[config.mk]
export PLATFORM = sky130hd
export DESIGN_NAME = mute_curve_interpolator_flat
export DESIGN_NICKNAME = d
export VERILOG_FILES = /design/src/mci_pkg.sv /design/src/mci_if.sv /design/src/mci_datapath.sv /design/src/mci_control.sv /design/src/mute_curve_interpolator.sv /design/src/flat_wrapper.sv
export SDC_FILE = /design/constraint.sdc
export NUM_CORES = 2
export LEC_CHECK = 0
export ABC_CLOCK_PERIOD_IN_PS = 10470
export BUFFER_PORTS_ARGS = -buffer_cell sky130_fd_sc_hd__buf_2
export CORE_MARGIN = 3
export CORE_UTILIZATION = 40
export CTS_BUF_LIST = sky130_fd_sc_hd__clkbuf_2 sky130_fd_sc_hd__clkbuf_4 sky130_fd_sc_hd__clkbuf_8
export CTS_CLUSTER_SIZE = 40
export DETAILED_ROUTE_END_ITERATION = 7
export GPL_ROUTABILITY_DRIVEN = 0
export PLACE_DENSITY = 0.57
export RECOVER_POWER = 100
export SETUP_SLACK_MARGIN = 0.1
export SLEW_MARGIN = 10
export SYNTH_ARGS = -nofsm -noshare
export SYNTH_HDL_FRONTEND = slang
export SYNTH_SLANG_ARGS = --single-unit
[constraint.sdc]
create_clock -name clk -period 10.47 [get_ports clk]
set_clock_uncertainty 0.05 [all_clocks]
set_input_delay 0.5235 -clock clk [delete_from_list [all_inputs] [get_ports clk]]
set_output_delay 0.5235 -clock clk [all_outputs]
set_load 0.03 [all_outputs]
[src/mci_pkg.sv]
package mci_pkg;

  localparam int MaxPoints = 16;
  localparam int IdxW = $clog2(MaxPoints);
  localparam int CntW = 5;

  localparam logic OP_LOAD  = 1'b0;
  localparam logic OP_QUERY = 1'b1;

  localparam logic [1:0] ST_OK   = 2'd0;
  localparam logic [1:0] ST_ZERO = 2'd1;
  localparam logic [1:0] ST_MISS = 2'd2;
  localparam logic [1:0] ST_SAT  = 2'd3;

  typedef enum logic [3:0] {
    S_IDLE, S_FIRST, S_LAST, S_SCAN, S_FETCH, S_LOAD, S_MUL, S_DIV, S_ADD, S_OUT
  } state_t;

  // Commands from the controller to the datapath.
  typedef struct packed {
    logic             rd_en;
    logic [IdxW-1:0]  rd_idx;
    logic             cap_a;     // capture read data as left point
    logic             cap_b;     // capture read data as right point
    logic             mul;
    logic             div_start;
    logic             div_step;
    logic             add;
    logic             set_t0;    // result is left time or the entry just read, status given
    logic [1:0]       st_code;
  } cmd_t;

  // Status returned to the controller.
  typedef struct packed {
    logic lt_first;   // query below offset of the entry just read
    logic ge_last;    // query at or above offset of the entry just read
    logic in_seg;     // left <= q < right
    logic zero_w;     // right offset equals left offset
  } stat_t;

endpackage

[src/mci_if.sv]
interface mci_in_if (input logic clk);
  logic        valid;
  logic        ready;
  logic        operation;
  logic [3:0]  point_index;
  logic signed [31:0] point_time;
  logic signed [31:0] point_offset;
  logic signed [31:0] query_offset;
  modport source (output valid, operation, point_index, point_time, point_offset,
                  query_offset, input ready);
  modport sink (input valid, operation, point_index, point_time, point_offset,
                query_offset, output ready);
endinterface

interface mci_out_if (input logic clk);
  logic        valid;
  logic        ready;
  logic signed [31:0] mute_time;
  logic [1:0]  status;
  modport source (output valid, mute_time, status, input ready);
  modport sink (input valid, mute_time, status, output ready);
endinterface

[src/mci_datapath.sv]
module mci_datapath (
  input  logic                   clk,
  input  logic                   wr_en,
  input  logic [mci_pkg::IdxW-1:0] wr_idx,
  input  logic signed [31:0]     wr_time,
  input  logic signed [31:0]     wr_offset,
  input  logic                   q_load,
  input  logic signed [31:0]     q_in,
  input  mci_pkg::cmd_t          cmd,
  output mci_pkg::stat_t         stat,
  output logic signed [31:0]     res_time,
  output logic [1:0]             res_status
);

  logic [63:0] mem [mci_pkg::MaxPoints];
  logic [63:0] rd_data;
  logic signed [31:0] q, ta, oa, tb, ob;
  logic signed [32:0] dt, dx, dd;
  logic [32:0] adt, adx, add_abs;
  logic [65:0] prod;
  logic [65:0] rem;
  logic [65:0] quo;
  logic        neg;
  logic [65:0] rem_sh;
  logic signed [35:0] sum;

  // Breakpoint memory: time in the upper half, offset in the lower.
  always_ff @(posedge clk) begin
    if (wr_en) mem[wr_idx] <= {wr_time, wr_offset};
    if (cmd.rd_en) rd_data <= mem[cmd.rd_idx];
  end

  always_ff @(posedge clk) begin
    if (q_load) q <= q_in;
  end

  // Point capture.
  always_ff @(posedge clk) begin
    if (cmd.cap_a) begin
      ta <= rd_data[63:32];
      oa <= rd_data[31:0];
    end
    if (cmd.cap_b) begin
      tb <= rd_data[63:32];
      ob <= rd_data[31:0];
    end
  end

  // First and last checks use the freshly read entry; the segment test uses captured points.
  always_comb begin
    stat.lt_first = q < $signed(rd_data[31:0]);
    stat.ge_last  = !(q < $signed(rd_data[31:0]));
    stat.in_seg   = (oa <= q) && (q < ob);
    stat.zero_w   = (ob == oa);
  end

  assign dt = 33'(tb) - 33'(ta);
  assign dx = 33'(q) - 33'(oa);
  assign dd = 33'(ob) - 33'(oa);
  assign adt = dt[32] ? 33'(-dt) : 33'(dt);
  assign adx = dx[32] ? 33'(-dx) : 33'(dx);
  assign add_abs = dd[32] ? 33'(-dd) : 33'(dd);

  // Product register, then restoring division one bit a cycle.
  assign rem_sh = {rem[64:0], quo[65]};
  always_ff @(posedge clk) begin
    if (cmd.mul) begin
      prod <= 66'(adt) * 66'(adx);
      neg  <= (dt[32] ^ dx[32]) ^ dd[32];
    end
    if (cmd.div_start) begin
      rem  <= '0;
      quo  <= prod;
    end else if (cmd.div_step) begin
      if (rem_sh >= 66'(add_abs)) begin
        rem <= rem_sh - 66'(add_abs);
        quo <= {quo[64:0], 1'b1};
      end else begin
        rem <= rem_sh;
        quo <= {quo[64:0], 1'b0};
      end
    end
  end

  // Clamp quotient to 2^33, add and saturate.
  always_comb begin
    logic [33:0] qc;
    qc = (quo > 66'h2_0000_0000) ? 34'h2_0000_0000 : quo[33:0];
    sum = neg ? (36'(ta) - 36'(qc)) : (36'(ta) + 36'(qc));
  end

  // A zero-width segment returns its left time, other set_t0 results the entry just read; add stores the saturated sum.
  always_ff @(posedge clk) begin
    if (cmd.set_t0) begin
      res_time   <= (cmd.st_code == mci_pkg::ST_ZERO) ? ta : rd_data[63:32];
      res_status <= cmd.st_code;
    end else if (cmd.add) begin
      if (sum > 36'sh0_7FFF_FFFF) begin
        res_time <= 32'sh7FFF_FFFF; res_status <= mci_pkg::ST_SAT;
      end else if (sum < -36'sh0_8000_0000) begin
        res_time <= 32'sh8000_0000; res_status <= mci_pkg::ST_SAT;
      end else begin
        res_time <= sum[31:0]; res_status <= mci_pkg::ST_OK;
      end
    end
  end

endmodule

[src/mci_control.sv]
module mci_control (
  input  logic                   clk,
  input  logic                   rst,
  input  logic                   in_valid,
  output logic                   in_ready,
  input  logic                   in_op,
  input  logic [mci_pkg::CntW-1:0] point_count,
  output logic                   q_load,
  output logic                   out_valid,
  input  logic                   out_ready,
  input  mci_pkg::stat_t         stat,
  output mci_pkg::cmd_t          cmd
);

  mci_pkg::state_t state, state_next;
  logic [mci_pkg::CntW-1:0] n;
  logic [mci_pkg::IdxW:0] idx, idx_next, seg, seg_next;
  logic hit, hit_next;
  logic miss, miss_next;
  logic [6:0] cnt, cnt_next;
  logic [1:0] phase, phase_next;

  // Effective count, clamped to 1..MaxPoints.
  always_comb begin
    if (point_count == '0) n = 5'd1;
    else if (point_count > 5'(mci_pkg::MaxPoints)) n = 5'(mci_pkg::MaxPoints);
    else n = point_count;
  end

  assign in_ready = (state == mci_pkg::S_IDLE);
  assign q_load   = in_ready && in_valid && (in_op == mci_pkg::OP_QUERY);

  always_ff @(posedge clk) begin
    if (rst) begin
      state <= mci_pkg::S_IDLE;
      out_valid <= 1'b0;
    end else begin
      state <= state_next;
      if (state == mci_pkg::S_OUT) out_valid <= 1'b1;
      else if (out_valid && out_ready) out_valid <= 1'b0;
    end
    idx <= idx_next; seg <= seg_next; hit <= hit_next; miss <= miss_next;
    cnt <= cnt_next; phase <= phase_next;
  end

  // Next state and counters.
  always_comb begin
    state_next = state;
    idx_next = idx; seg_next = seg; hit_next = hit; miss_next = miss;
    cnt_next = cnt; phase_next = phase;
    unique case (state)
      mci_pkg::S_IDLE: begin
        if (in_valid && !out_valid && in_op == mci_pkg::OP_QUERY) begin
          state_next = mci_pkg::S_FIRST; phase_next = 2'd0; miss_next = 1'b0;
        end
      end
      // Phase 0: read entry 0; 1: compare, then output, fetch or check last.
      mci_pkg::S_FIRST: begin
        phase_next = phase + 2'd1;
        if (phase == 2'd1) begin
          if (n < 5'd2) state_next = mci_pkg::S_OUT;
          else if (stat.lt_first) begin
            idx_next = '0; state_next = mci_pkg::S_FETCH; phase_next = 2'd0;
          end else begin
            state_next = mci_pkg::S_LAST; phase_next = 2'd0;
          end
        end
      end
      mci_pkg::S_LAST: begin
        phase_next = phase + 2'd1;
        if (phase == 2'd1) begin
          if (stat.ge_last) begin
            idx_next = 5'(n - 5'd2); state_next = mci_pkg::S_FETCH; phase_next = 2'd0;
          end else begin
            idx_next = '0; hit_next = 1'b0; state_next = mci_pkg::S_SCAN;
            phase_next = 2'd0;
          end
        end
      end
      // Scan each segment: read left, read right, test.
      mci_pkg::S_SCAN: begin
        phase_next = phase + 2'd1;
        if (phase == 2'd3) begin
          phase_next = 2'd0;
          if (stat.in_seg) begin hit_next = 1'b1; seg_next = idx; end
          if (5'(idx) + 5'd2 >= n) begin
            if (hit || stat.in_seg) begin
              idx_next = stat.in_seg ? idx : seg;
              state_next = mci_pkg::S_FETCH;
            end else begin
              miss_next = 1'b1;
              state_next = mci_pkg::S_OUT;
            end
          end else idx_next = idx + 1'b1;
        end
      end
      mci_pkg::S_FETCH: begin
        phase_next = phase + 2'd1;
        if (phase == 2'd3) state_next = mci_pkg::S_LOAD;
      end
      mci_pkg::S_LOAD: begin
        state_next = stat.zero_w ? mci_pkg::S_OUT : mci_pkg::S_MUL;
      end
      mci_pkg::S_MUL: begin
        state_next = mci_pkg::S_DIV; cnt_next = '0;
      end
      mci_pkg::S_DIV: begin
        cnt_next = cnt + 7'd1;
        if (cnt == 7'd66) state_next = mci_pkg::S_ADD;
      end
      mci_pkg::S_ADD: state_next = mci_pkg::S_OUT;
      mci_pkg::S_OUT: state_next = mci_pkg::S_IDLE;
      default: state_next = mci_pkg::S_IDLE;
    endcase
  end

  // Datapath commands.
  always_comb begin
    cmd = '0;
    unique case (state)
      mci_pkg::S_FIRST: begin
        cmd.rd_en = (phase == 2'd0);
        cmd.rd_idx = '0;
        if (phase == 2'd1) begin
          cmd.cap_a = 1'b1;
          if (n < 5'd2) begin cmd.set_t0 = 1'b1; cmd.st_code = mci_pkg::ST_OK; end
        end
      end
      mci_pkg::S_LAST: begin
        cmd.rd_en = (phase == 2'd0);
        cmd.rd_idx = mci_pkg::IdxW'(n - 5'd1);
      end
      mci_pkg::S_SCAN: begin
        cmd.rd_en = (phase == 2'd0) || (phase == 2'd1);
        cmd.rd_idx = (phase == 2'd0) ? idx[mci_pkg::IdxW-1:0]
                                     : mci_pkg::IdxW'(idx + 1'b1);
        cmd.cap_a = (phase == 2'd1);
        cmd.cap_b = (phase == 2'd2);
        if (phase == 2'd3 && 5'(idx) + 5'd2 >= n && !(hit || stat.in_seg)) begin
          cmd.rd_en = 1'b1; cmd.rd_idx = '0;
        end
      end
      mci_pkg::S_FETCH: begin
        cmd.rd_en = (phase == 2'd0) || (phase == 2'd1);
        cmd.rd_idx = (phase == 2'd0) ? idx[mci_pkg::IdxW-1:0]
                                     : mci_pkg::IdxW'(idx + 1'b1);
        cmd.cap_a = (phase == 2'd1);
        cmd.cap_b = (phase == 2'd2);
      end
      mci_pkg::S_LOAD: begin
        if (stat.zero_w) begin cmd.set_t0 = 1'b1; cmd.st_code = mci_pkg::ST_ZERO; end
      end
      mci_pkg::S_MUL: begin cmd.mul = 1'b1; end
      mci_pkg::S_DIV: begin
        cmd.div_start = (cnt == 7'd0);
        cmd.div_step = (cnt != 7'd0);
      end
      mci_pkg::S_ADD: cmd.add = 1'b1;
      mci_pkg::S_OUT: begin
        // A scan that found nothing returns entry zero's time.
        if (miss) begin cmd.set_t0 = 1'b1; cmd.st_code = mci_pkg::ST_MISS; end
      end
      default: cmd = '0;
    endcase
  end

endmodule

[src/mute_curve_interpolator.sv]
// Channel  Dir  Payload
// in       sink operation, point_index, point_time, point_offset, query_offset
// out      src  mute_time, status
// cfg      APB  point_count at address 0
// A load is written into the table when taken. A query's result is raised once the
// first check settles it with one point in use; below or above the table the end
// segment is fetched, inside it each segment is scanned in turn, then the restoring divider runs.
// A zero-width segment or a scan that finds nothing skips the divider.
// Reset (rst, synchronous) sets point_count to 1 and empties the output.
// A new item is taken only once the previous result has been delivered.
module mute_curve_interpolator (
  input  logic        clk,
  input  logic        rst,
  mci_in_if.sink      in_ch,
  mci_out_if.source   out_ch,
  input  logic        psel,
  input  logic        penable,
  input  logic        pwrite,
  input  logic [2:0]  paddr,
  input  logic [31:0] pwdata,
  output logic [31:0] prdata,
  output logic        pready
);

  logic [mci_pkg::CntW-1:0] point_count;
  mci_pkg::cmd_t  cmd;
  mci_pkg::stat_t stat;
  logic q_load, load_wr, ready_c;

  // Configuration register.
  assign pready = 1'b1;
  always_ff @(posedge clk) begin
    if (rst) point_count <= 5'd1;
    else if (psel && penable && pwrite && paddr == 3'd0) point_count <= pwdata[4:0];
  end
  assign prdata = (paddr == 3'd0) ? {27'd0, point_count} : 32'd0;

  assign in_ch.ready = ready_c && !(out_ch.valid);
  assign load_wr = in_ch.valid && in_ch.ready && (in_ch.operation == mci_pkg::OP_LOAD);

  mci_control u_ctrl (
    .clk, .rst, .in_valid(in_ch.valid && !out_ch.valid), .in_ready(ready_c),
    .in_op(in_ch.operation), .point_count, .q_load, .out_valid(out_ch.valid),
    .out_ready(out_ch.ready), .stat, .cmd
  );

  mci_datapath u_dp (
    .clk, .wr_en(load_wr), .wr_idx(in_ch.point_index), .wr_time(in_ch.point_time),
    .wr_offset(in_ch.point_offset), .q_load, .q_in(in_ch.query_offset), .cmd, .stat,
    .res_time(out_ch.mute_time), .res_status(out_ch.status)
  );

endmodule

[src/flat_wrapper.sv]
// flat-port wrapper written by rule: the top's interface ports become plain ports
module mute_curve_interpolator_flat 
  (clk, rst, psel, penable, pwrite, paddr, pwdata, prdata, pready, in_ch_valid, in_ch_operation, in_ch_point_index, in_ch_point_time, in_ch_point_offset, in_ch_query_offset, in_ch_ready, out_ch_valid, out_ch_mute_time, out_ch_status, out_ch_ready);
  mci_in_if in_ch_i (.clk(clk));
  mci_out_if out_ch_i (.clk(clk));
  input  logic clk;
  input  logic rst;
  input  logic psel;
  input  logic penable;
  input  logic pwrite;
  input  logic [2:0] paddr;
  input  logic [31:0] pwdata;
  output logic [31:0] prdata;
  output logic pready;
  input wire logic [$bits(in_ch_i.valid)-1:0] in_ch_valid;
  input wire logic [$bits(in_ch_i.operation)-1:0] in_ch_operation;
  input wire logic [$bits(in_ch_i.point_index)-1:0] in_ch_point_index;
  input wire logic [$bits(in_ch_i.point_time)-1:0] in_ch_point_time;
  input wire logic [$bits(in_ch_i.point_offset)-1:0] in_ch_point_offset;
  input wire logic [$bits(in_ch_i.query_offset)-1:0] in_ch_query_offset;
  output wire logic [$bits(in_ch_i.ready)-1:0] in_ch_ready;
  output wire logic [$bits(out_ch_i.valid)-1:0] out_ch_valid;
  output wire logic [$bits(out_ch_i.mute_time)-1:0] out_ch_mute_time;
  output wire logic [$bits(out_ch_i.status)-1:0] out_ch_status;
  input wire logic [$bits(out_ch_i.ready)-1:0] out_ch_ready;
  assign in_ch_i.valid = in_ch_valid;
  assign in_ch_i.operation = in_ch_operation;
  assign in_ch_i.point_index = in_ch_point_index;
  assign in_ch_i.point_time = in_ch_point_time;
  assign in_ch_i.point_offset = in_ch_point_offset;
  assign in_ch_i.query_offset = in_ch_query_offset;
  assign in_ch_ready = in_ch_i.ready;
  assign out_ch_valid = out_ch_i.valid;
  assign out_ch_mute_time = out_ch_i.mute_time;
  assign out_ch_status = out_ch_i.status;
  assign out_ch_i.ready = out_ch_ready;
  mute_curve_interpolator u_core (.clk(clk), .rst(rst), .in_ch(in_ch_i), .out_ch(out_ch_i), .psel(psel), .penable(penable), .pwrite(pwrite), .paddr(paddr), .pwdata(pwdata), .prdata(prdata), .pready(pready));
endmodule
# After elaboration in Yosys (flattened, before gate mapping)
# Memories as Yosys holds them, arrays and structs flattened. A register that Yosys moved wholly into a read port is not among the register bits.
# Cells that the tools add are included.
dict set report classes {
  n_reduce_logical 40
  shifts 0
  add_sub_neg 15
  multipliers 1
  eq_ne 28
  n_div 0
  n_bitwise 3
  n_mux 79
  n_lt_le_gt_ge 10
}
# operator n
set op_table {}
lappend op_table {{$mux W32} 5}
lappend op_table {{$mux W66} 2}
lappend op_table {{$mux W33} 3}
lappend op_table {{$neg A33 Y33} 3}
lappend op_table {{$sub A32 B32 Y33} 3}
lappend op_table {{$ge A66 B33 Y1} 1}
lappend op_table {{$gt A66 B34 Y1 const B} 1}
lappend op_table {{$mul A33 B33 Y66} 1}
lappend op_table {{$mux W5} 13}
lappend op_table {{$mux W65} 1}
lappend op_table {{$sub A65 B33 Y65} 1}
lappend op_table {{$lt A32 B32 Y1} 2}
lappend op_table {{$mux W4} 11}
lappend op_table {{$add A32 B35 Y36} 1}
lappend op_table {{$gt A36 B32 Y1 const B} 1}
lappend op_table {{$lt A36 B32 Y1 const B} 1}
lappend op_table {{$mux W36} 1}
lappend op_table {{$pmux W4 S9} 1}
lappend op_table {{$sub A32 B35 Y36} 1}
lappend op_table {{$mux W34} 1}
lappend op_table {{$eq A32 B32 Y1} 1}
lappend op_table {{$le A32 B32 Y1} 1}
lappend op_table {{$mux W2} 10}
lappend op_table {{$ne A2 B2 Y1 const B} 10}
lappend op_table {{other kinds (44)} 100}
dict set report word_totals {
  elab_cells 197
  mem_bits_rw 1024
  out_inout_bits 69
  latch_bits 0
  mem_bits_ro 0
  n_memories 1
  register_bits 423
  input_bits 143
}
# name depth width rd rd_clocked_by_memory_dff write_ports line
set memory_table {}
lappend memory_table {u_core.u_dp.mem 16 64 1 1 1 mci_datapath.sv:15} ;# logic [63:0] mem [mci_pkg::MaxPoints];

# Longest topological paths before layout
dict set report logic_depth {
  word_depth 10
  depth_mapped 47
}

# Modules after synthesis
# A second synthesis with hierarchy kept.
dict set report unflattened {
  cells_unflattened 8984
  area_unflattened_um2 106960.1
}
# module n_inst cells_per_inst area_per_inst_um2 seq_area_each_um2
set by_module_without_submodules {}
lappend by_module_without_submodules {mci_datapath 1 8681 104321.3 43792.0}
lappend by_module_without_submodules {mci_control 1 241 2120.8 730.7}
lappend by_module_without_submodules {mute_curve_interpolator 1 62 518.0 100.1}

# Worst setup path after synthesis
# Ideal clock, no wire load.
dict set report synth_timing {
  kind {register to register}
  from {register u_core.u_dp.tb[0]}
  to {register u_core.u_dp.prod[65] (data pin)}
  path_stages_with_launch 44
  arrival_time_ns 11.223
  path_slack_ns -1.063
  path_cell_list {edfxtp_1 inv_1 ha_1 inv_1 fa_1 a211o_1 a211o_1 a21bo_2 a41oi_1 xor2_1 nor2b_1 o31a_1 or4b_1 nor3b_2 nor2_1 xnor2_1 clkbuf_1 nor2_1 (+8 left out) fa_1 inv_1 fa_1 inv_1 ha_1 clkbuf_1 and3_1 nand4_1 nor4b_1 a22oi_1 a21oi_1 a21oi_1 o31ai_1 a31oi_1 o21ai_0 a221o_1 a21oi_1 xnor2_1}
}
dict set report synth_via {
  elab_chain_len 4
}
# element line
set synth_lines {}
lappend synth_lines {{start: declaration} mci_datapath.sv:17} ;# logic signed [31:0] q, ta, oa, tb, ob;
lappend synth_lines {{start signal: assignment} mci_datapath.sv:44} ;# tb <= rd_data[63:32];
lappend synth_lines {{$sub A32 B32 Y33 (*)} mci_datapath.sv:57} ;# assign dt = 33'(tb) - 33'(ta);
lappend synth_lines {{$neg A33 Y33} mci_datapath.sv:60} ;# assign adt = dt[32] ? 33'(-dt) : 33'(dt);
lappend synth_lines {{$mux W33 (*)} mci_datapath.sv:60}
lappend synth_lines {{$mul A33 B33 Y66 (*)} mci_datapath.sv:68} ;# prod <= 66'(adt) * 66'(adx);
lappend synth_lines {{end signal: assignment} mci_datapath.sv:68}
lappend synth_lines {{end: declaration} mci_datapath.sv:20} ;# logic [65:0] prod;
# Every way passes the cells marked *; elsewhere a longest branch is shown, timed or not.
# A chain may end at the register's enable or synchronous reset.

# Final worst setup path
dict set report layout_timing {
  from {register u_core.u_dp.tb[0]}
  to {register u_core.u_dp.prod[62] (data pin)}
}
# Same word-level chain as after synthesis.

==> qor.csv <==
metric;value;unit
hold_violations;0;
critPathMaxFanout;6;
clk_latency;1.03;ns
grt_overflow;0;
failed_checks;capacitance limit, slew limit, setup timing;
use_met3;0.03675;
die_w;522.5;µm
cts_sinks;1511;
fin_crit_sh;1.063;
grt_pass1_vias;81690;
clock.fmax;89.86;MHz
rsz0062_at_grt;true;
whs;0.03252;ns
cpPeakStageDelay;0.64;ns
place_ws;-1.138;ns
drt_iter0_drc;6221;
multi_input_area;57710;µm²
maxCapViolCount;46;
synth.distinct_cells;109;
synth_cells;10260;
synth_seq_cells;1511;
cp-end-kind;flop;
syn-cell-area;106700;µm²
grt_max_degree;194;
seqCellArea;44620;µm²
crit_slowest_cell;fa_2;
grt_pass1_wl;498.0;mm
grt_util_met1;0.3091;
htree_levels;4;
dpl_cell_area;119700;µm²
layout-drive-gt1-share;0.1784;
setup_viol;36;
io_buffers;156;
cts.clk_slew.worst_paths;0.06;ns
cp.arrival;11.87;ns
synth_edf_count;1436;
root_buffer;clkbuf_8;
final_cell_mix;2006 x nand2_1, 1436 x edfxtp_1, 1224 x inv_1, 969 x buf_4, 918 x fa_1;
dp_hpwl;241.2;mm
coreArea;263900;µm²
design_area;128200;µm²
rows;188;
status;finished, violations left;
ctsLongestPathBuffers;3;
slew_viol_final;1934;
dieArea;273000;µm²
final_common_cell;nand2_1;
wirelength;327.0;mm
timing_worst_setup_path_type;reg2reg;
ys.flop_type;edfxtp_1;
min_path_type;in2reg;
cts_tree;done;
cp.required;11.21;ns
n_fill_cell;24100;
wl_per_cell;21.56;µm
max_slew_margin;-2.062;
setup_slack;-0.6585;ns
ioPinCount;212;
crit_path_start_kind;flop;
min_period;11.13;ns
postRouteAntennaNets;0;
area_growth;20.19;%
dr.pass1.iters;6;
nets;13060;
gr-max-usage-layer;met2;
synth_seq_area_share;0.4182;
via_per_inst;5.278;
async_flop_share;0;
avgSynthCellArea;10.40;µm²
yosysWarnings;0;
antenna_found_initial;34;
worst_pin_slew;4.593;ns
start_util;0.4043;
track_usage;0.2381;
die_h;522.5;µm
vias;80050;
cts_buffers;238;
grtUsageMet2;0.3926;
drc;0;
fin_util;0.4859;
routing by layer:
metal,share of wire,vias up
met4,0.051,24
met2,0.48,2885
met5,0.00043,-
met3,0.065,656
li1,-,36760
met1,0.41,39720
synthesized netlist by cell type, types with 76 or more instances:
| cell | number | area share |
|---|---|---|
| xnor2_1 | 218 | 0.018 |
| clkbuf_1 | 435 | 0.015 |
| o21ai_0 | 224 | 0.011 |
| a21o_1 | 147 | 0.010 |
| fa_1 | 963 | 0.18 |
| and2_1 | 112 | 0.0066 |
| nand3_1 | 331 | 0.016 |
| nor2b_1 | 76 | 0.0045 |
| ha_1 | 512 | 0.060 |
| nor2_1 | 594 | 0.021 |
| a221oi_1 | 77 | 0.0063 |
| nor3_1 | 97 | 0.0045 |
| a21oi_1 | 498 | 0.023 |
| xor2_1 | 172 | 0.014 |
| nand4_1 | 107 | 0.0063 |
| edfxtp_1 | 1436 | 0.40 |
| nand2_1 | 2019 | 0.071 |
| inv_1 | 1254 | 0.044 |
what timing repair did:
action	4_1_cts	5_1_grt
hold buffers	108	0
setup buffers	72	36
gates resized for setup	236	187
setup endpoints to repair	42	49
gates cloned	5	0
pin swaps	130	121
hold endpoints to repair	1066	0
logic make-up after synthesis:
group,synth area share
muxes,0.01034
xor gates and xnor gates,0.03201
DFF,0.4182
buffers and inverters,0.06426
and+or+nand+nor,0.1475
AOI/OAI and AO/OA,0.08686
other,0.00007039
adders and majority gates,0.2407
path summary, 6_finish.rpt:
path,startpoint,end,slack [ns],cells past startpoint
min reg2reg,u_core.u_dp.rd_data[13],u_core.u_dp.ob[13],0.40,0
max reg2reg,u_core.u_dp.tb[0],u_core.u_dp.prod[62],-0.66,44
max,u_core.u_dp.tb[0],u_core.u_dp.prod[62],-0.66,44
min,in_ch_point_index[3],u_core.u_dp.mem[10][16],0.03,3
metrics by stage:
step	instances	setup TNS [ns]
CTS	15120	-12.27
finish	15170	-14.46
global route	15150	-32.79
floorplan	10290	-1.396
global placement	14500	-23.36
detailed placement	14500	-24.48
layout make-up:
cell class,count,area share
Clock inverter,124,0.009747
Tap cell,3515,0.03429
Sequential cell,1511,0.3480
Multi-Input combinational cell,7005,0.4500
Clock buffer,307,0.02958
Timing Repair Buffer,1434,0.09140
Inverter,1254,0.03670
Antenna cell,17,0.0003317
registers in the layout, indices dropped and copies added (netlist names):
| name | flops |
|---|---|
| u_core.u_dp.neg | 1 |
| u_core.u_ctrl.miss | 1 |
| u_core.u_dp.q | 32 |
| u_core.u_dp.quo | 66 |
| u_core.u_dp.prod | 66 |
| u_core.u_dp.res_time | 32 |
| u_core.u_dp.rem | 65 |
| u_core.u_ctrl.idx | 5 |
| u_core.u_ctrl.phase | 2 |
| u_core.u_ctrl.state | 4 |
| u_core.u_ctrl.out_valid | 1 |
| u_core.u_dp.tb | 32 |
| u_core.u_dp.ta | 32 |
| u_core.u_dp.ob | 32 |
| u_core.u_ctrl.hit | 1 |
| u_core.u_dp.mem | 1024 |
| u_core.u_dp.oa | 32 |
| u_core.u_dp.rd_data | 64 |
| u_core.point_count | 5 |
| u_core.u_ctrl.seg | 5 |
| u_core.u_ctrl.cnt | 7 |
| u_core.u_dp.res_status | 2 |
critical path: cells and delay by family, from the launching register on:
| family | cells | cell delay, ns |
|---|---|---|
| XOR/XNOR | 2 | 0.41 |
| buffers and inverters | 11 | 1.29 |
| flip-flops | 1 | 0.35 |
| AO/OA/AOI/OAI | 11 | 2.44 |
| adder cells (fa/ha/maj) | 11 | 4.78 |
| AND/OR/NAND/NOR | 9 | 1.69 |
Power is left out: the tool's default activity adds up to more than one toggle a clock period on the data nets, which glitch-free logic cannot reach.
